<file path="config.mk">
export PLATFORM = sky130hd
export DESIGN_NAME = rvb_div
export DESIGN_NICKNAME = d
export VERILOG_FILES = /design/src/hw/rtl/realized_volatility_bar_assert.svh /design/src/hw/rtl/rvb_pkg.sv /design/src/hw/rtl/rvb_div.sv
export SDC_FILE = /design/constraint.sdc
export NUM_CORES = 1
export LEC_CHECK = 0
export ABC_AREA = 1
export BUFFER_PORTS_ARGS = -buffer_cell sky130_fd_sc_hd__buf_4
export CAP_MARGIN = 20
export CORE_MARGIN = 2
export CORE_UTILIZATION = 50
export DETAILED_ROUTE_END_ITERATION = 12
export PLACE_DENSITY = 0.75
export SLEW_MARGIN = 20
export SYNTH_ARGS = -nofsm -noshare
export SYNTH_HDL_FRONTEND = slang
export SYNTH_SLANG_ARGS = --single-unit
export TNS_END_PERCENT = 30
</file>
<file path="constraint.sdc">
create_clock -name clk_i -period 5.6 [get_ports clk_i]
set_input_delay 1.12 -clock clk_i [delete_from_list [all_inputs] [get_ports clk_i]]
set_output_delay 1.12 -clock clk_i [all_outputs]
set_load 0.1 [all_outputs]
</file>
<file path="src/hw/rtl/realized_volatility_bar_assert.svh">
// Assertion macros for the RTL file realized_volatility_bar.sv of this block.
// RVB_ASSERT checks a property on every rising clock edge outside reset.
// RVB_NEVER checks that an expression is never true outside reset.
`ifndef REALIZED_VOLATILITY_BAR_ASSERT_SVH
`define REALIZED_VOLATILITY_BAR_ASSERT_SVH
`ifndef SYNTHESIS
`define RVB_ASSERT(lbl, clk, rst_n, prop, msg) \
  lbl: assert property (@(posedge clk) disable iff (!rst_n) prop) else $error(msg);
`define RVB_NEVER(lbl, clk, rst_n, expr, msg) \
  lbl: assert property (@(posedge clk) disable iff (!rst_n) !(expr)) else $error(msg);
`else
`define RVB_ASSERT(lbl, clk, rst_n, prop, msg)
`define RVB_NEVER(lbl, clk, rst_n, expr, msg)
`endif
`endif

</file>
<file path="src/hw/rtl/rvb_pkg.sv">
`default_nettype none
package rvb_pkg;

  // Default fraction width of the log return and the result
  localparam int unsigned FRAC_BITS_DEF = 24;

  // Field widths
  localparam int unsigned CMD_W   = 2;
  localparam int unsigned PRICE_W = 63;
  localparam int unsigned IDX_W   = 24;
  localparam int unsigned VOL_W   = 32;

  // Command codes
  localparam logic [CMD_W-1:0] CMD_TRADE     = 2'd0;
  localparam logic [CMD_W-1:0] CMD_BAR_START = 2'd1;
  localparam logic [CMD_W-1:0] CMD_BAR_END   = 2'd2;

  // ln(2) in Q0.32
  localparam logic [31:0] LN2_Q32 = 32'hB17217F8;

  typedef struct packed {
    logic [CMD_W-1:0]   command;
    logic [PRICE_W-1:0] price;
    logic [IDX_W-1:0]   bar_index;
  } rvb_in_t;

  typedef struct packed {
    logic [VOL_W-1:0] volatility;
    logic             valid_res;
  } rvb_out_t;

endpackage
`default_nettype wire

</file>
<file path="src/hw/rtl/rvb_div.sv">
`default_nettype none
// Restoring divider, one quotient bit per cycle.
module rvb_div #(
  parameter int unsigned DW = 64,
  parameter int unsigned VW = rvb_pkg::IDX_W
) (
  input  wire logic          clk_i,
  input  wire logic          rst_ni,
  input  wire logic          start_i,
  input  wire logic [DW-1:0] dividend_i,
  input  wire logic [VW-1:0] divisor_i,
  output logic               done_o,
  output logic [DW-1:0]      quotient_o
);
  localparam int unsigned CW = $clog2(DW);

  logic          busy_q;
  logic          done_q;
  logic [CW-1:0] cnt_q;
  logic [VW-1:0] rem_q;
  logic [VW-1:0] dvs_q;
  logic [DW-1:0] quo_q;

  logic [VW:0] rem_sh;
  logic [VW:0] rem_nx;
  logic        ge;

  // One shift-subtract step
  always_comb begin
    rem_sh = {rem_q, quo_q[DW-1]};
    ge     = (rem_sh >= {1'b0, dvs_q});
    rem_nx = ge ? (rem_sh - {1'b0, dvs_q}) : rem_sh;
  end

  always_ff @(posedge clk_i or negedge rst_ni) begin
    if (!rst_ni) begin
      busy_q <= 1'b0;
      done_q <= 1'b0;
      cnt_q  <= '0;
      rem_q  <= '0;
      dvs_q  <= '0;
      quo_q  <= '0;
    end else begin
      done_q <= 1'b0;
      if (start_i) begin
        busy_q <= 1'b1;
        cnt_q  <= '0;
        rem_q  <= '0;
        dvs_q  <= divisor_i;
        quo_q  <= dividend_i;
      end else if (busy_q) begin
        rem_q <= rem_nx[VW-1:0];
        quo_q <= {quo_q[DW-2:0], ge};
        cnt_q <= cnt_q + 1'b1;
        if (cnt_q == CW'(DW - 1)) begin
          busy_q <= 1'b0;
          done_q <= 1'b1;
        end
      end
    end
  end

  assign done_o     = done_q;
  assign quotient_o = quo_q;

endmodule
`default_nettype wire

</file>
==> impl_results.md <==
* First-pass GRT wire length at 31,200 µm
* DR vias/cell at 5.19
* FMAX at 0.342 GHz
* Total CTS buffers at 17
* Hpwl dp at 13,400 µm
* DRT iter0 DRCs at roughly 440
* CTS tree: built
* Share of cells above drive strength 1 at 0.194
* Filler cells at 1,215
* CTS Buffer Depth at 2
* Period utilization at 0.522
* N_diodes at 0
* Post-Syn Area at 0.00694 mm²
* Skew-Pair Late Insertion Delay at ~420 ps
* Worst-path clk slew at 60 ps
* Leakage power figure at between 4 and 5 nW
* Max-slew violation count at 0
* DR vias at 6,585
* Netlist cell types at 36
* Outcome: finished, final reports clean
* CTS root buf: clkbuf_16
* Drt drc at 0
* Max-Slew Margin vs Limit at 0.307
* Hold crit path type: flip-flop to flip-flop
* Post-route ant nets at 0
* Syn nets at approximately 1,100
* Yosys warns at 0
* Setup tns final at 0 ps
* Die Height at 122 µm
* Final Setup Violations at 0
* CP required at 5900 ps
* Critical-path maximum fanout at around 110
* RSZ-0062 raised after global routing: no
* # nets final at 1,193
* Final hold viol count at 0
* Post-route minimum period at 2920 ps
* Post-CTS Setup Bufs at 0
* Multi-input gate area at 0.00314 mm²
* Initial core utilization at 0.506
* Die X at 122 µm
* Critical path class: input pin to flip-flop
* Cell count after synthesis at 933
* Syn_area_per_cell at roughly 7.4 µm²
* GRT Resource Usage Total at 0.267
* Initial antenna violation count at 0
* Maximum VDD drop at 0.273 mV
* Die area at 0.0148 mm²
* Top FF cell, synth: dfrtp_1
* Total gr overflow at 0
* # rows at 43
* Total core area at ~0.014 mm²
* Register bit total from synthesis at 120
* Startpoint class of the critical path: input pin
* IO Port Bufs at 155
* Vias in the first global route at 6,587
* H-tree levels at 4
* # hold bufs at CTS at 0
* Clock sink count at 120
* Pre-Repair DR Iteration Count at 5
* Critical path endpoint category: flip-flop
* Top-level I/O count at 156
* Routability congestion estimate from global placement at about 0.96
* Reg area at roughly 0.003 mm²
* Area Growth Syn to Fin at 27.4%
* Max-Cap Viols at 0
* Sequential area share after synthesis at 0.433
* CP arrival at 3230 ps
* PostCTS Resize Cnt at 0
* Worst slack, placed at 2160 ps
* Power per Cell Area at ~460 mW/mm²
* Largest net degree at the start of global routing at approximately 110
* Final Skew at 10.3 ps
* Tightest Pin Transition at between 1000 and 1500 ps
* Routed wire per std cell at 14.8 µm
* Final setup margin at approximately 2700 ps
* Routed WL at approximately 19,000 µm
* Asr flop ratio synth at 1.00
* Number of synthesized flops with an enable pin at 0
registers in the layout, summed over array words and instances, names as in the netlist:
signal and flops:
busy_q 1, rem_q 24, cnt_q 6, quotient_o 64, done_o 1, dvs_q 24
power by group:
group          leakage [nW]  total (W)  internal (W)  switching [W]
Clock                 0.305    0.00116      0.000748       0.000417
Sequential             1.49    0.00109       0.00100      0.0000931
Combinational          3.08    0.00178      0.000543        0.00124
Total                  4.87    0.00404       0.00229        0.00175
routing by layer:
layer  part of all wire  up-vias  global-route usage
li1                   -     3286                   -
met1               0.43     3062               0.328
met2               0.49      193               0.442
met3              0.059       44              0.0810
met4              0.028        0               0.101
met5                  0        -                   0
kinds of logic after synthesis:
kind of cell / after synthesis / share of synthesized area
DFF: 120 / 0.433
xor gates and xnor gates: 9 / 0.0114
AOI/OAI and AO/OA: 129 / 0.129
adders and majority gates: 26 / 0.0480
and+or+nand+nor: 442 / 0.263
buffers and inverters: 207 / 0.115
critical path, cell delays in order:
cell,delay [ps]
buf_4,110
buf_4,420
nor2_2,270
clkinv_2,710
o221ai_1,510
area by class of cell:
type / instances / share of cell area
repair buffers: 160 / 0.136
multi-input cells: 606 / 0.355
well taps: 180 / 0.0255
inverters: 171 / 0.0728
clock buffers: 18 / 0.0486
clock inverters: 14 / 0.0221
flip-flops and latches: 120 / 0.340
per-stage QoR:
stage | util | hold WS, ps | power, W | instance area (µm²) | instances
floorplan | - | 446 | 0.00247 | 6940 | 933
global placement | 0.598 | 473 | 0.00285 | 8210 | 1237
detailed placement | 0.598 | 487 | 0.00287 | 8210 | 1237
CTS | 0.644 | 501 | 0.00405 | 8830 | 1269
global route | 0.644 | 525 | 0.00433 | 8830 | 1269
finish | 0.644 | 501 | 0.00404 | 8830 | 1269
cell usage in the layout (no fill, tap or decap), types with 3 or more instances in the layout:
cell type    n
xnor2_1      3
o21ai_0     35
clkbuf_16   17
nor2_1      29
o221ai_1    56
clkinv_4     3
nand2_2      4
nand3_1     34
dfrtp_1    120
inv_2        6
inv_6        3
xor2_1       6
clkinv_2     4
ha_1        25
nor2_2       3
inv_1      161
nand4_1     27
o21ai_1      5
a21oi_1     21
o211ai_1     4
nor3_1       4
bufinv_16    4
nand2_1    335
buf_4      160
clkinv_1     3
path summary, 6_finish.rpt:
check,from,end,slack [ps],cells past startpoint
setup / recovery,start_i,quotient_o[28],2680,5
hold / removal,dvs_q[0],dvs_q[0],500,2
setup reg to reg,rem_q[18],rem_q[23],2790,11
hold reg to reg,dvs_q[0],dvs_q[0],500,2
max in group asynchronous,rst_ni,quotient_o[23],3530,2
min in group asynchronous,rst_ni,rem_q[8],730,1
Yosys cell counts (all sizes together) (2+ instances only):
cell type / count / area (µm²)
a21oi: 23 / 130
a22oi: 2 / 15.0
buf: 15 / 80.1
clkbuf: 21 / 78.8
clkinv: 3 / 11.3
dfrtp: 120 / 3000
ha: 25 / 313
inv: 168 / 631
nand2: 339 / 1280
nand3: 36 / 198
nand4: 27 / 169
nor2: 32 / 123
nor3: 4 / 20.0
nor4: 2 / 18.8
o211ai: 4 / 30.0
o21ai: 40 / 200
o21bai: 2 / 15.0
o221ai: 56 / 490
xnor2: 3 / 26.3
xor2: 6 / 52.6
Note: power is estimated with default switching activity, not from simulation.
